--- src/psff_pkg.sv ---
// psff_pkg: types, character codes and small lookup functions for the
// streaming field formatter. No dependencies.
`timescale 1ns / 1ps
`default_nettype none

package psff_pkg;

    localparam int P_MAX_FIELD  = 63;
    localparam int P_MAX_STRING = 32;
    localparam int P_VALUE_BITS = 32;

    localparam int FW = 6;
    localparam int CW = 31;
    localparam logic [CW-1:0] COUNT_MAX = '1;
    localparam logic [2:0] NULL_LEN = 3'd6;

    localparam logic [2:0] MODE_FMT   = 3'd0;
    localparam logic [2:0] MODE_INT   = 3'd1;
    localparam logic [2:0] MODE_SBYTE = 3'd2;
    localparam logic [2:0] MODE_SEND  = 3'd3;
    localparam logic [2:0] MODE_SNULL = 3'd4;
    localparam logic [2:0] MODE_FEND  = 3'd5;

    localparam logic [7:0] C_PCT   = 8'h25;
    localparam logic [7:0] C_DOT   = 8'h2E;
    localparam logic [7:0] C_MINUS = 8'h2D;
    localparam logic [7:0] C_ZERO  = 8'h30;
    localparam logic [7:0] C_NINE  = 8'h39;
    localparam logic [7:0] C_SPACE = 8'h20;
    localparam logic [7:0] C_S     = 8'h73;
    localparam logic [7:0] C_D     = 8'h64;
    localparam logic [7:0] C_X     = 8'h78;
    localparam logic [7:0] C_LA    = 8'h61;

    typedef enum logic [2:0] {
        PH_TEXT, PH_PCT, PH_WID, PH_PREC, PH_INT, PH_STR
    } t_phase;

    typedef enum logic [1:0] {
        CV_NONE, CV_S, CV_D, CV_X
    } t_conv;

    typedef enum logic [3:0] {
        S_IDLE, S_LIT, S_END, S_CONV, S_NSET, S_NEMIT,
        S_SSET, S_SPAD, S_SRD, S_SCHR
    } t_state;

    function automatic logic [7:0] digit_char(input logic [3:0] d);
        logic [7:0] c;
        if (d < 4'd10) begin
            c = C_ZERO + 8'(d);
        end else begin
            c = C_LA + 8'(d) - 8'd10;
        end
        return c;
    endfunction

    function automatic logic [7:0] null_char(input logic [2:0] idx);
        logic [7:0] c;
        case (idx)
            3'd0: c = 8'h28;
            3'd1: c = 8'h6E;
            3'd2: c = 8'h75;
            3'd3: c = 8'h6C;
            3'd4: c = 8'h6C;
            3'd5: c = 8'h29;
            default: c = 8'h00;
        endcase
        return c;
    endfunction

endpackage

`default_nettype wire

--- src/printf_sdx_field_formatter_top.sv ---
// printf_sdx_field_formatter_top: streaming printf-style formatter for s, d, x.
// Depends on psff_pkg.
//
// Usage: the format string enters one character per input transfer (mode 0),
// arguments as their own transfers (1 integer, 2 string byte, 3 string end,
// 4 null string) and mode 5 closes the format, giving the character count as
// a result with o_is_count set. Every result carries o_last on the final
// character produced by its input item; items producing nothing give no result.
// o_ready is high only while the sequencer is idle; one item is worked on at
// a time.
// Flow: a parse-only item is handled in the idle state. A literal character
// passes through the S_LIT state and the output register. A decimal argument
// is shifted through a shift/add-3 binary-to-BCD unit (S_CONV), then set up
// (S_NSET), then emitted one character per cycle while the receiver is ready.
// Hex skips the conversion. String bytes are read from the string memory with
// a registered port (S_SRD, then S_SCHR). A stalled receiver holds the output
// register and the sequencer waits; nothing is lost. Reset clears control
// state; the string memory is not cleared.
`timescale 1ns / 1ps
`default_nettype none

module printf_sdx_field_formatter_top
    import psff_pkg::*;
#(
    parameter int MAX_FIELD  = P_MAX_FIELD,
    parameter int MAX_STRING = P_MAX_STRING,
    parameter int VALUE_BITS = P_VALUE_BITS
) (
    input  wire               i_clk,
    input  wire               i_rst_n,
    input  wire               i_valid,
    output logic              o_ready,
    input  wire  [2:0]        i_mode,
    input  wire  [7:0]        i_char_in,
    input  wire  signed [31:0] i_value,
    output logic              o_valid,
    input  wire               i_ready,
    output logic [7:0]        o_char_out,
    output logic              o_is_count,
    output logic [CW-1:0]     o_count,
    output logic              o_last
);

    localparam int VB  = VALUE_BITS;
    localparam int ND  = (VB * 3) / 10 + 1;
    localparam int BW  = 4 * ND;
    localparam int DLW = $clog2(ND + 1);
    localparam int DIW = $clog2(ND);
    localparam int SIW = $clog2(MAX_STRING);
    localparam int LW  = $clog2(MAX_STRING + 1);
    localparam int KW  = $clog2(VB);

    function automatic logic [FW-1:0] sat_field(input logic [FW-1:0] acc,
                                                input logic [3:0] d);
        logic [9:0] v;
        v = {1'b0, acc, 3'b000} + {3'b000, acc, 1'b0} + {6'd0, d};
        return (v > 10'(MAX_FIELD)) ? FW'(MAX_FIELD) : v[FW-1:0];
    endfunction

    t_state          r_state, n_state;
    t_phase          r_phase, n_phase;
    t_conv           r_conv, n_conv;
    logic [FW-1:0]   r_width, n_width;
    logic [FW-1:0]   r_prec, n_prec;
    logic            r_prec_set, n_prec_set;
    logic            r_halted, n_halted;
    logic            r_pct, n_pct;
    logic [7:0]      r_ch, n_ch;
    logic [LW-1:0]   r_slen, n_slen;
    logic [LW-1:0]   r_sidx, n_sidx;
    logic            r_null, n_null;
    logic [VB-1:0]   r_mag, n_mag;
    logic            r_neg, n_neg;
    logic [BW-1:0]   r_bcd, n_bcd;
    logic [KW-1:0]   r_cnt, n_cnt;
    logic [FW-1:0]   r_nsp, n_nsp;
    logic [FW-1:0]   r_nz, n_nz;
    logic [DLW-1:0]  r_ndig, n_ndig;
    logic [7:0]      r_rem, n_rem;
    logic [CW-1:0]   r_total;
    logic [7:0]      r_rdata;
    logic [7:0]      r_mem [MAX_STRING];

    logic            r_ovalid;
    logic [7:0]      r_ochar;
    logic            r_ois_count;
    logic [CW-1:0]   r_ocount;
    logic            r_olast;

    logic            w_acc, w_free, w_emit, w_is_cnt, w_last, w_clr, w_we;
    logic [7:0]      w_char;
    logic            w_digit;
    logic [3:0]      w_dval;
    logic [VB-1:0]   w_bits;
    logic [BW-1:0]   w_adj;
    logic [DLW-1:0]  w_len;
    logic [DLW-1:0]  w_dm1;
    logic signed [7:0] w_wid, w_p, w_lens, w_top;
    logic [FW-1:0]   w_nsp, w_nz;
    logic [7:0]      w_ntot;
    logic [LW-1:0]   w_ssrc, w_slen_eff;
    logic [FW-1:0]   w_ssp;
    logic [7:0]      w_stot;

    assign o_ready    = (r_state == S_IDLE);
    assign w_acc      = i_valid && o_ready;
    assign w_free     = !r_ovalid || i_ready;
    assign o_valid    = r_ovalid;
    assign o_char_out = r_ochar;
    assign o_is_count = r_ois_count;
    assign o_count    = r_ocount;
    assign o_last     = r_olast;

    assign w_digit = (i_char_in >= C_ZERO) && (i_char_in <= C_NINE);
    assign w_dval  = 4'(i_char_in - C_ZERO);
    assign w_bits  = i_value[VB-1:0];
    assign w_dm1   = r_ndig - DLW'(1);
    assign w_we    = w_acc && !r_halted && (i_mode == MODE_SBYTE) && (r_phase == PH_STR)
                     && (i_char_in != 8'd0) && (r_slen < LW'(MAX_STRING));

    // number set-up: digit count and padding
    always_comb begin
        w_len = '0;
        for (int i = 0; i < ND; i++) begin
            if (r_bcd[4*i +: 4] != 4'd0) begin
                w_len = DLW'(i + 1);
            end
        end
        if (w_len == '0) begin
            w_len = (r_prec_set && r_prec == '0) ? DLW'(0) : DLW'(1);
        end
        w_wid  = 8'(r_width) - 8'(r_neg);
        w_p    = r_prec_set ? 8'(r_prec) : 8'hFF;
        w_lens = 8'(w_len);
        w_top  = (w_p > w_lens) ? w_p : w_lens;
        w_nsp  = (w_wid > w_top) ? FW'(w_wid - w_top) : '0;
        w_nz   = (w_p > w_lens) ? FW'(w_p - w_lens) : '0;
        w_ntot = 8'(w_nsp) + 8'(r_neg) + 8'(w_nz) + 8'(w_len);
    end

    // string set-up: truncation and padding
    always_comb begin
        w_ssrc = r_null ? LW'(NULL_LEN) : r_slen;
        if (r_prec_set && r_prec == '0) begin
            w_slen_eff = '0;
        end else if (r_prec_set && 8'(r_prec) < 8'(w_ssrc)) begin
            w_slen_eff = LW'(r_prec);
        end else begin
            w_slen_eff = w_ssrc;
        end
        w_ssp  = (8'(r_width) > 8'(w_slen_eff)) ? FW'(8'(r_width) - 8'(w_slen_eff)) : '0;
        w_stot = 8'(w_ssp) + 8'(w_slen_eff);
    end

    always_comb begin
        for (int i = 0; i < ND; i++) begin
            w_adj[4*i +: 4] = (r_bcd[4*i +: 4] >= 4'd5) ? r_bcd[4*i +: 4] + 4'd3
                                                         : r_bcd[4*i +: 4];
        end
    end

    // outputs of the sequencer
    always_comb begin
        w_emit   = 1'b0;
        w_char   = 8'd0;
        w_is_cnt = 1'b0;
        w_last   = 1'b0;
        unique case (r_state)
            S_LIT: begin
                w_emit = w_free;
                w_char = r_ch;
                w_last = 1'b1;
            end
            S_END: begin
                w_emit = w_free;
                if (r_pct) begin
                    w_char = C_PCT;
                end else begin
                    w_is_cnt = 1'b1;
                    w_last   = 1'b1;
                end
            end
            S_NEMIT: begin
                w_emit = w_free;
                w_last = (r_rem == 8'd1);
                if (r_nsp != '0) begin
                    w_char = C_SPACE;
                end else if (r_neg) begin
                    w_char = C_MINUS;
                end else if (r_nz != '0) begin
                    w_char = C_ZERO;
                end else begin
                    w_char = digit_char(r_bcd[4*w_dm1[DIW-1:0] +: 4]);
                end
            end
            S_SPAD: begin
                w_emit = w_free;
                w_char = C_SPACE;
                w_last = (r_rem == 8'd1);
            end
            S_SCHR: begin
                w_emit = w_free;
                w_char = r_null ? null_char(r_sidx[2:0]) : r_rdata;
                w_last = (r_rem == 8'd1);
            end
            default: ;
        endcase
    end

    // next state
    always_comb begin
        n_state = r_state;
        unique case (r_state)
            S_IDLE: begin
                if (w_acc) begin
                    if (i_mode == MODE_FEND) begin
                        n_state = S_END;
                    end else if (!r_halted) begin
                        case (i_mode)
                            MODE_FMT: begin
                                if (r_phase == PH_TEXT && i_char_in != C_PCT) begin
                                    n_state = S_LIT;
                                end
                            end
                            MODE_INT: begin
                                if (r_phase == PH_INT) begin
                                    n_state = (r_conv == CV_X) ? S_NSET : S_CONV;
                                end
                            end
                            MODE_SBYTE, MODE_SEND, MODE_SNULL: begin
                                if (r_phase == PH_STR &&
                                    !(i_mode == MODE_SBYTE && i_char_in != 8'd0)) begin
                                    n_state = S_SSET;
                                end
                            end
                            default: ;
                        endcase
                    end
                end
            end
            S_LIT:   if (w_emit) n_state = S_IDLE;
            S_END:   if (w_emit && !r_pct) n_state = S_IDLE;
            S_CONV:  if (r_cnt == '0) n_state = S_NSET;
            S_NSET:  n_state = (w_ntot == 8'd0) ? S_IDLE : S_NEMIT;
            S_NEMIT: if (w_emit && w_last) n_state = S_IDLE;
            S_SSET: begin
                if (w_stot == 8'd0) begin
                    n_state = S_IDLE;
                end else if (w_ssp != '0) begin
                    n_state = S_SPAD;
                end else begin
                    n_state = S_SRD;
                end
            end
            S_SPAD: begin
                if (w_emit) begin
                    if (w_last) begin
                        n_state = S_IDLE;
                    end else if (r_nsp == FW'(1)) begin
                        n_state = S_SRD;
                    end
                end
            end
            S_SRD:   n_state = S_SCHR;
            S_SCHR: begin
                if (w_emit) begin
                    n_state = w_last ? S_IDLE : S_SRD;
                end
            end
            default: n_state = S_IDLE;
        endcase
    end

    // datapath next values
    always_comb begin
        n_phase    = r_phase;
        n_conv     = r_conv;
        n_width    = r_width;
        n_prec     = r_prec;
        n_prec_set = r_prec_set;
        n_halted   = r_halted;
        n_pct      = r_pct;
        n_ch       = r_ch;
        n_slen     = r_slen;
        n_sidx     = r_sidx;
        n_null     = r_null;
        n_mag      = r_mag;
        n_neg      = r_neg;
        n_bcd      = r_bcd;
        n_cnt      = r_cnt;
        n_nsp      = r_nsp;
        n_nz       = r_nz;
        n_ndig     = r_ndig;
        n_rem      = r_rem;
        w_clr      = 1'b0;
        unique case (r_state)
            S_IDLE: begin
                if (w_acc) begin
                    n_ch = i_char_in;
                    if (i_mode == MODE_FEND) begin
                        n_pct = !r_halted && (r_phase == PH_PCT);
                    end else if (!r_halted) begin
                        case (i_mode)
                            MODE_FMT: begin
                                if (r_phase == PH_TEXT) begin
                                    if (i_char_in == C_PCT) begin
                                        n_phase    = PH_PCT;
                                        n_width    = '0;
                                        n_prec_set = 1'b0;
                                    end
                                end else if (r_phase == PH_PCT || r_phase == PH_WID ||
                                             r_phase == PH_PREC) begin
                                    if (w_digit && r_phase != PH_PREC) begin
                                        n_width = sat_field(r_width, w_dval);
                                        n_phase = PH_WID;
                                    end else if (w_digit) begin
                                        n_prec = sat_field(r_prec, w_dval);
                                    end else if (i_char_in == C_DOT && r_phase != PH_PREC) begin
                                        n_prec     = '0;
                                        n_prec_set = 1'b1;
                                        n_phase    = PH_PREC;
                                    end else if (i_char_in == C_S) begin
                                        n_conv  = CV_S;
                                        n_slen  = '0;
                                        n_phase = PH_STR;
                                    end else if (i_char_in == C_D || i_char_in == C_X) begin
                                        n_conv  = (i_char_in == C_D) ? CV_D : CV_X;
                                        n_phase = PH_INT;
                                    end else begin
                                        n_halted = 1'b1;
                                    end
                                end
                            end
                            MODE_INT: begin
                                if (r_phase == PH_INT) begin
                                    n_neg = (r_conv == CV_D) && w_bits[VB-1];
                                    n_mag = n_neg ? (~w_bits + VB'(1)) : w_bits;
                                    n_bcd = (r_conv == CV_X) ? {{(BW-VB){1'b0}}, w_bits}
                                                             : '0;
                                    n_cnt = KW'(VB - 1);
                                end
                            end
                            MODE_SBYTE, MODE_SEND, MODE_SNULL: begin
                                if (r_phase == PH_STR) begin
                                    if (i_mode == MODE_SBYTE && i_char_in != 8'd0) begin
                                        if (r_slen < LW'(MAX_STRING)) begin
                                            n_slen = r_slen + LW'(1);
                                        end
                                    end else begin
                                        n_null = (i_mode == MODE_SNULL);
                                    end
                                end
                            end
                            default: ;
                        endcase
                    end
                end
            end
            S_CONV: begin
                n_bcd = {w_adj[BW-2:0], r_mag[VB-1]};
                n_mag = {r_mag[VB-2:0], 1'b0};
                n_cnt = r_cnt - KW'(1);
            end
            S_NSET: begin
                n_nsp  = w_nsp;
                n_nz   = w_nz;
                n_ndig = w_len;
                n_rem  = w_ntot;
                if (w_ntot == 8'd0) w_clr = 1'b1;
            end
            S_NEMIT: begin
                if (w_emit) begin
                    n_rem = r_rem - 8'd1;
                    if (r_nsp != '0) begin
                        n_nsp = r_nsp - FW'(1);
                    end else if (r_neg) begin
                        n_neg = 1'b0;
                    end else if (r_nz != '0) begin
                        n_nz = r_nz - FW'(1);
                    end else begin
                        n_ndig = w_dm1;
                    end
                    if (w_last) w_clr = 1'b1;
                end
            end
            S_SSET: begin
                n_nsp  = w_ssp;
                n_rem  = w_stot;
                n_sidx = '0;
                if (w_stot == 8'd0) w_clr = 1'b1;
            end
            S_SPAD: begin
                if (w_emit) begin
                    n_nsp = r_nsp - FW'(1);
                    n_rem = r_rem - 8'd1;
                    if (w_last) w_clr = 1'b1;
                end
            end
            S_SCHR: begin
                if (w_emit) begin
                    n_sidx = r_sidx + LW'(1);
                    n_rem  = r_rem - 8'd1;
                    if (w_last) w_clr = 1'b1;
                end
            end
            S_END: begin
                if (w_emit) begin
                    if (r_pct) begin
                        n_pct = 1'b0;
                    end else begin
                        w_clr    = 1'b1;
                        n_halted = 1'b0;
                    end
                end
            end
            default: ;
        endcase
        if (w_clr) begin
            n_phase    = PH_TEXT;
            n_width    = '0;
            n_prec     = '0;
            n_prec_set = 1'b0;
            n_conv     = CV_NONE;
            n_slen     = '0;
        end
    end

    always_ff @(posedge i_clk) begin
        if (!i_rst_n) begin
            r_state    <= S_IDLE;
            r_phase    <= PH_TEXT;
            r_conv     <= CV_NONE;
            r_width    <= '0;
            r_prec     <= '0;
            r_prec_set <= 1'b0;
            r_halted   <= 1'b0;
            r_pct      <= 1'b0;
            r_slen     <= '0;
            r_null     <= 1'b0;
            r_total    <= '0;
            r_ovalid   <= 1'b0;
        end else begin
            r_state    <= n_state;
            r_phase    <= n_phase;
            r_conv     <= n_conv;
            r_width    <= n_width;
            r_prec     <= n_prec;
            r_prec_set <= n_prec_set;
            r_halted   <= n_halted;
            r_pct      <= n_pct;
            r_slen     <= n_slen;
            r_null     <= n_null;
            if (w_emit) begin
                if (w_is_cnt) begin
                    r_total <= '0;
                end else if (r_total != COUNT_MAX) begin
                    r_total <= r_total + CW'(1);
                end
            end
            if (w_emit) begin
                r_ovalid <= 1'b1;
            end else if (i_ready) begin
                r_ovalid <= 1'b0;
            end
        end
    end

    always_ff @(posedge i_clk) begin
        r_ch   <= n_ch;
        r_sidx <= n_sidx;
        r_mag  <= n_mag;
        r_neg  <= n_neg;
        r_bcd  <= n_bcd;
        r_cnt  <= n_cnt;
        r_nsp  <= n_nsp;
        r_nz   <= n_nz;
        r_ndig <= n_ndig;
        r_rem  <= n_rem;
        if (w_emit) begin
            r_ochar     <= w_char;
            r_ois_count <= w_is_cnt;
            r_ocount    <= w_is_cnt ? r_total : '0;
            r_olast     <= w_last;
        end
    end

    // string buffer
    always_ff @(posedge i_clk) begin
        if (w_we) begin
            r_mem[r_slen[SIW-1:0]] <= i_char_in;
        end
        r_rdata <= r_mem[r_sidx[SIW-1:0]];
    end

    a_count_is_last: assert property (@(posedge i_clk) disable iff (!i_rst_n)
        o_valid && o_is_count |-> o_last)
        else $error("count result without last");

    a_conv_exit: assert property (@(posedge i_clk) disable iff (!i_rst_n)
        r_state == S_CONV |=> r_state == S_CONV || r_state == S_NSET)
        else $error("conversion left early");

    a_rem_nonzero: assert property (@(posedge i_clk) disable iff (!i_rst_n)
        (r_state == S_NEMIT || r_state == S_SPAD || r_state == S_SCHR) |-> r_rem != 8'd0)
        else $error("emitting with nothing remaining");

    a_slen_bound: assert property (@(posedge i_clk) disable iff (!i_rst_n)
        r_slen <= LW'(MAX_STRING))
        else $error("string length overflow");

    a_halt_idle: assert property (@(posedge i_clk) disable iff (!i_rst_n)
        r_halted |-> r_state == S_IDLE || r_state == S_END)
        else $error("halted block busy");

    a_emit_count: assert property (@(posedge i_clk) disable iff (!i_rst_n)
        w_emit && !w_is_cnt && r_total != COUNT_MAX |=> r_total == $past(r_total) + CW'(1))
        else $error("character count not advanced");

endmodule

`default_nettype wire
--- config.mk ---
export PLATFORM = sky130hd
export DESIGN_NAME = printf_sdx_field_formatter_top
export DESIGN_NICKNAME = d
export VERILOG_FILES = /design/src/psff_pkg.sv /design/src/printf_sdx_field_formatter_top.sv
export SDC_FILE = /design/constraint.sdc
export NUM_CORES = 1
export LEC_CHECK = 0
export BUFFER_PORTS_ARGS = -buffer_cell sky130_fd_sc_hd__buf_2
export CELL_PAD_IN_SITES_DETAIL_PLACEMENT = 0
export CELL_PAD_IN_SITES_GLOBAL_PLACEMENT = 1
export CORE_MARGIN = 2
export CORE_UTILIZATION = 51
export DETAILED_ROUTE_END_ITERATION = 8
export PLACE_DENSITY_LB_ADDON = 0.25
export SLEW_MARGIN = 40
export SYNTH_ARGS = -nofsm -noshare
export SYNTH_HDL_FRONTEND = slang
export SYNTH_SLANG_ARGS = --single-unit
--- constraint.sdc ---
create_clock -name i_clk -period 8.9 [get_ports i_clk]
set_input_delay 0.89 -clock i_clk [delete_from_list [all_inputs] [get_ports i_clk]]
set_output_delay 0.89 -clock i_clk [all_outputs]
set_load 0.03 [all_outputs]
; ---- Word-level counts from Yosys, hierarchy flattened
; Memories as Yosys holds them, arrays and structs flattened. A register that Yosys moved wholly into a read port is not among the register bits.
; Cells that the tools add are included.
[classes]
n_addsub = 35
multipliers = 0
div = 0
n_lt_le_gt_ge = 20
eq_ne = 76
shift = 1
n_mux = 174
bitwise = 9
reduce_logical = 89
[op_table]
columns = op, count
row1 = $mux W32, 7
row2 = $mux W40, 5
row3 = $mux W6, 32
row4 = $mux W4, 40
row5 = $pmux W40 S2, 1
row6 = $mux W8, 8
row7 = $pmux W32 S2, 1
row8 = $mux W31, 2
row9 = $ne A2 B2 Y1 const B, 26
row10 = $mux W1, 44
row11 = $reduce_bool A4 Y1, 11
row12 = $ge A4 B3 Y1 const B, 10
row13 = $pmux W4 S10, 1
row14 = $pmux W8 S5, 1
row15 = $shiftx A40 B7 Y4, 1
row16 = $add A4 B2 Y4 const B, 9
row17 = $pmux W6 S2, 3
row18 = $pmux W7 S5, 1
row19 = $mux W3, 11
row20 = $add A32 B1 Y32 const B, 1
row21 = $not A32 Y32, 1
row22 = $add A31 B1 Y31 const B, 1
row23 = $ne A31 B31 Y1 const B, 1
row24 = $reduce_bool A2 Y1, 13
row25 = 83 further kinds, 173
[totals]
register_bits = 220
latch_bits = 0
ram_bits = 256
rom_bits = 0
inputBits = 47
wordCells = 431
memories = 1
[mem_list]
columns = memory, depth, width, read_ports, rd_clocked_by_memory_dff, write_ports, line
row1 = r_mem, 32, 8, 1, 1, 1, printf_sdx_field_formatter_top.sv:82  ; logic [7:0] r_mem [MAX_STRING];

; ---- Logic depth before layout (Yosys ltp)
[logic_depth]
word_depth = 24
mapped_depth = 39
ltp_nobuf = 37

; ---- Worst setup path before layout
; Ideal clock, no wire load.
[synth_timing]
kind = flip-flop to flip-flop
start = register r_bcd[0]
end = register r_slen[3]
setup_time_ps = 122
arrival_ps = 7518
t_required_ps = 8778
slack_ps = 1260
path_stages_with_launch = 40
period_less_slack_ps = 7640
path_cell_list = edfxtp_1 > inv_1 > ha_1 > or3b_2 > or4_1 > a21oi_1 > o211ai_1 > a31oi_1 > o21ai_0 > and2_1 > ha_1 > fa_1 > inv_1 > a21o_1 > a21oi_1 > a41oi_1 > o31ai_1 > clkbuf_1 > [... 4 more ...] > a21o_1 > a21oi_1 > o21bai_1 > a211oi_1 > o22ai_1 > nand2_1 > inv_1 > fa_1 > fa_1 > a21o_1 > a21oi_1 > xnor2_1 > nor4_1 > nand3b_1 > o211a_1 > o31ai_4 > buf_4 > a21oi_1
[synth_via]
elab_chain_len = 24
word_cells_on_any_way = 27
cone_classes = add/sub (5) / order compare (2) / mux (16) / reduce/logical (4)
[synth_rtl]
columns = item, line
row1 = start: declaration, printf_sdx_field_formatter_top.sv:74  ; logic [BW-1:0] r_bcd, n_bcd;
row2 = start signal: assignment, printf_sdx_field_formatter_top.sv:473  ; r_bcd <= n_bcd;
row3 = $reduce_bool A4 Y1 (*), printf_sdx_field_formatter_top.sv:125  ; if (r_bcd[4*i +: 4] != 4'd0) begin
row4 = $mux W1 (*), printf_sdx_field_formatter_top.sv:125
row5 = $mux W4 (*) (9 in series), printf_sdx_field_formatter_top.sv:125
row6 = $logic_not A4 Y1, printf_sdx_field_formatter_top.sv:129  ; if (w_len == '0) begin
row7 = $mux W4 (*), printf_sdx_field_formatter_top.sv:129
row8 = $gt A8 B5 Y1, "printf_sdx_field_formatter_top.sv:135, printf_sdx_field_formatter_top.sv:137"
row9 = $mux W8, printf_sdx_field_formatter_top.sv:135  ; w_top = (w_p > w_lens) ? w_p : w_lens;
row10 = $gt A7 B8 Y1 or $sub A6 B6 Y6 (tied branches), printf_sdx_field_formatter_top.sv:136  ; w_nsp = (w_wid > w_top) ? FW'(w_wid - w_top) : '0;
row11 = $mux W6, printf_sdx_field_formatter_top.sv:136
row12 = $add A6 B1 Y7, printf_sdx_field_formatter_top.sv:138  ; w_ntot = 8'(w_nsp) + 8'(r_neg) + 8'(w_nz) + 8'(w_len);
row13 = $add A7 B6 Y8, printf_sdx_field_formatter_top.sv:138
row14 = $add A8 B4 Y8 (*), printf_sdx_field_formatter_top.sv:138
row15 = $logic_not A8 Y1 (*), printf_sdx_field_formatter_top.sv:369  ; if (w_ntot == 8'd0) w_clr = 1'b1;
row16 = $mux W1 (*), printf_sdx_field_formatter_top.sv:369
row17 = $pmux W1 S4 (*), printf_sdx_field_formatter_top.sv:296  ; unique case (r_state)
row18 = $reduce_or A2 Y1 (no line) (*), -
row19 = end signal: assignment, printf_sdx_field_formatter_top.sv:451  ; r_slen <= n_slen;
row20 = end: declaration, printf_sdx_field_formatter_top.sv:69  ; logic [LW-1:0] r_slen, n_slen;
; Mark *: on every way between the ends. The rest lies on a longest branch, timed or not.
; A chain may end at the register's enable or synchronous reset.

; ---- Final worst setup path
; Same ends and word-level chain as after synthesis.

==> run_results.csv <==
group,metric,value,unit
drt,drt_iter0_markers,1254,
drt,drc,0,
clock_tree,clk_pin_slew,60,ps
setup_path,critPathRequiredTime,9380,ps
drt,via_per_inst,5.79,
global_routing,grt_use_total,23.2,%
layout,final_nets,2320,
timing,slew_viol_final,0,
power,power_density,213,nW/um^2
timing,setup_viol,0,
clock_tree,cts.sink_count,483,
job,maxCapViolations,0,
synth,netlist_instances,2079,
worst_hold_path,hold_start,"r_total[29]",
clock_tree,cts_buffer_depth,3,
drt,wirelength,58.6,mm
layout,design_area,28100,sq um
synth,synth_area_leaders,"edfxtp_1 (49%), mux4_2 (7.9%), dfxtp_1 (5.7%)",
run_status,status,"completed",
setup_path,worstSetupPathType,"flip-flop to flip-flop",
timing,rsz0062_at_grt,"false",
setup_path,critPathSlowestCell,"or4_1",
layout,drive_gt1_share,16.6,%
clock_tree,root_buffer,"clkbuf_16",
global_routing,grt_max_degree,78,
worst_hold_path,hold_depth,2,
timing,min_period,8290,ps
worst_hold_path,hold_path_class,"flip-flop to flip-flop",
placement,io_buffers,89,
timing,tns,0,ps
placement,placed_cells,2763,
timing,fmax,121,MHz
placement,post-place-ws,421,ps
placement,place_congestion,0.914,
layout,seqCellArea,13800,sq um
drt,antenna_left,0,
synth,yosysTopAreaCellShare,49.2,%
placement,placed_cell_area,26300,sq um
synth,yosysWarnings,0,
drt,vias,16600,
synth,synthesis.area,25100,sq um
timing,slew_headroom,42.9,%
synth,synthArstFlopShare,0,%
drt,first_pass_iters,5,
power,pwr-share-seq,45.9,%
floorplanning,core_area,48800,sq um
setup_path,cp_slowest_stage_delay,540,ps
global_routing,grt_pass1_wl,91.5,mm
layout,multi_input_area,10800,sq um
timing,fin_ws,610,ps
clock_tree,cts_made_buffers,51,
synth,synth-seq-cells,483,
synth,yosysSeqAreaShare,54.9,%
setup_path,worstPathMaxFanout,6,
global_routing,overflow,0,
worst_hold_path,whs_endpoint,"r_total[30]",
clock_tree,htreeDepth,2,
power,p_clk_share,35.4,%
floorplanning,die_w,226,um
global_routing,grt_pass1_vias,16200,
global_routing,antenna_found_initial,4,
power,p_sw,1.78,mW
timing,worst_slew_pin_slew,853,ps
setup_path,reg2reg_from,"r_bcd[0]",
synth,synth_edf_count,412,
synth,synthFlopType,"edfxtp_1",
setup_path,rrSetupSlack,610,ps
floorplanning,start_util,51.5,%
clock_tree,postCtsHoldBufs,0,
synth,yosys.area.top_type,"edfxtp_1",
drt,wl_per_cell,20.4,um
power,vdd_ir_drop_max,0.000175,V
setup_path,critPathLaunchType,"flip-flop",
setup_path,cp_top_family,"simple AND/OR/NAND/NOR gates",
layout,fin_cells,2864,
synth,syn_avg_cell_area,12.1,sq um
placement,hpwl,40.3,mm
clock_tree,cts_tree,"built",
layout,syn2layout_area_growth,11.9,%
timing,fin_crit_sh,93.1,%
floorplanning,fp.dieH,226,um
power,switching_share,29.7,%
synth,synth_nets,2242,
setup_path,arrival,8770,ps
clock_tree,clk_latency,630,ps
setup_path,r2r_end,"r_slen[3]",
setup_path,reg2reg_depth,36,
floorplanning,rows,81,
power,power.internal,4.21,mW
setup_path,cpMostUsedCell,"fa_1",
setup_path,path_buf_inv,5,
setup_path,critPathCaptureType,"flip-flop",
power,power_frac_comb,18.7,%
floorplanning,pin_count,90,
power,leakage,9.91,nW
floorplanning,die_area,51100,sq um
timing,final_hold_viol_count,0,
layout,fillers,4040,
synth,synth_cell_types,81,
timing,hold_ws,516,ps
timing,finClkSkew,38.3,ps
[state kept, by name (all words and copies together), names as in the netlist, 6 cells and up]
| register | cells |
|---|---|
| r_prec | 6 |
| r_rem | 8 |
| r_mem | 256 |
| r_ch | 8 |
| r_mag | 32 |
| r_total | 31 |
| o_char_out | 8 |
| r_width | 6 |
| o_count | 31 |
| r_bcd | 40 |
| r_nz | 6 |
| r_nsp | 6 |
| r_slen | 6 |
| r_rdata | 8 |
[Yosys cell counts (6+ instances only)]
cell type and n:
o31ai_1 16, nand3b_1 11, nand2b_1 25, mux4_2 88, nor3_1 43, inv_1 94
a21oi_1 92, edfxtp_1 412, or2_2 15, o221ai_1 6, nand2_1 143, a2bb2oi_1 6
a31oi_1 11, nor2b_1 20, and2_1 42, o21a_1 7, ha_1 103, a22oi_1 7
a211oi_1 13, nor2_1 212, and3_1 8, or4_1 6, or3b_2 7, xnor2_1 55
nand3_1 68, nor3b_1 18, nor4_1 16, dfxtp_1 71, fa_1 13, o211ai_1 10
a21o_1 13, nand4_1 20, mux2i_1 11, mux2_2 15, and4_1 8, xor2_1 67
o21ai_0 126, clkbuf_1 75, or3_1 11, buf_1 12
[tightest hold or removal path: cells and delay by family (launching register included)]
family          cells  cell delay (ps)
flops               1              320
compound gates      1               80
simple gates        1               70
[worst max path at each step]
stage | startpoint | endpoint | slack, ps | cells past startpoint
after floorplan | r_bcd[0] | r_slen[3] | 1260 | 39
after global placement | r_bcd[0] | r_phase[0] | 700 | 37
after detailed placement | r_bcd[0] | r_prec_set | 420 | 38
after CTS | r_bcd[0] | r_prec_set | 390 | 38
after global routing | r_bcd[0] | r_slen[3] | 5 | 35
final | r_bcd[0] | r_slen[3] | 610 | 36
[routing by layer]
| layer | share of wire (%) | up-vias | global-route usage [%] |
|---|---|---|---|
| li1 | - | 7899 | - |
| met4 | 2.8 | 6 | 7.87 |
| met1 | 45 | 8147 | 31.6 |
| met5 | 0.060 | - | 0 |
| met3 | 5.9 | 110 | 4.54 |
| met2 | 47 | 423 | 37.4 |
[metrics by stage]
| stage | total power [mW] | util [%] |
|---|---|---|
| floorplan | 3.54 | - |
| global placement | 3.88 | 53.7 |
| detailed placement | 3.90 | 53.8 |
| CTS | 6.02 | 57.3 |
| global route | 6.23 | 57.6 |
| finish | 5.99 | 57.6 |
[cell usage in the layout, fill, tap and decap left out, drive strengths merged, types with 25 or more instances in the layout]
| cell type | count |
|---|---|
| a21oi | 92 |
| and2 | 42 |
| buf | 115 |
| clkbuf | 60 |
| clkinv | 25 |
| dfxtp | 71 |
| edfxtp | 412 |
| ha | 103 |
| inv | 94 |
| mux4 | 88 |
| nand2 | 143 |
| nand2b | 25 |
| nand3 | 68 |
| nor2 | 212 |
| nor3 | 45 |
| o21ai | 128 |
| xnor2 | 55 |
| xor2 | 67 |
[final cells by class]
cell class	instances	share of cell area (%)
timing repair buffer	115	2.53
tap	664	2.95
antenna	1	0.00889
clock inverter	35	1.28
sequential	483	49.0
clock buffer	60	4.69
inverter	94	1.25
multi-input combinational	1412	38.3
[kinds of logic (layout without fill, tap and decap cells)]
group / after synthesis / after routing / synth area share, %
AO/OA/AOI/OAI: 363 / 363 / 9.03
XOR/XNOR: 122 / 122 / 4.25
adder cells (fa/ha/maj): 116 / 116 / 6.16
buffers and inverters: 184 / 304 / 2.78
flip-flops: 483 / 483 / 54.9
multiplexers: 114 / 114 / 8.99
other: 1 / 2 / 0.0149
AND/OR/NAND/NOR: 696 / 696 / 13.9
[power by group through the flow]
stage / Combinational (mW) / Sequential, mW / Clock (mW)
floorplan: 0.595 / 2.94 / 0
global placement: 1.08 / 2.80 / 0
detailed placement: 1.10 / 2.80 / 0
CTS: 1.11 / 2.75 / 2.16
global route: 1.21 / 2.77 / 2.25
finish: 1.12 / 2.75 / 2.12
[timing repair]
item | CTS | global route
endpoints found under the setup margin | 0 | 24
buffers inserted | 0 | 2
resized for setup | 0 | 9
(Power assumes the default switching activity.)
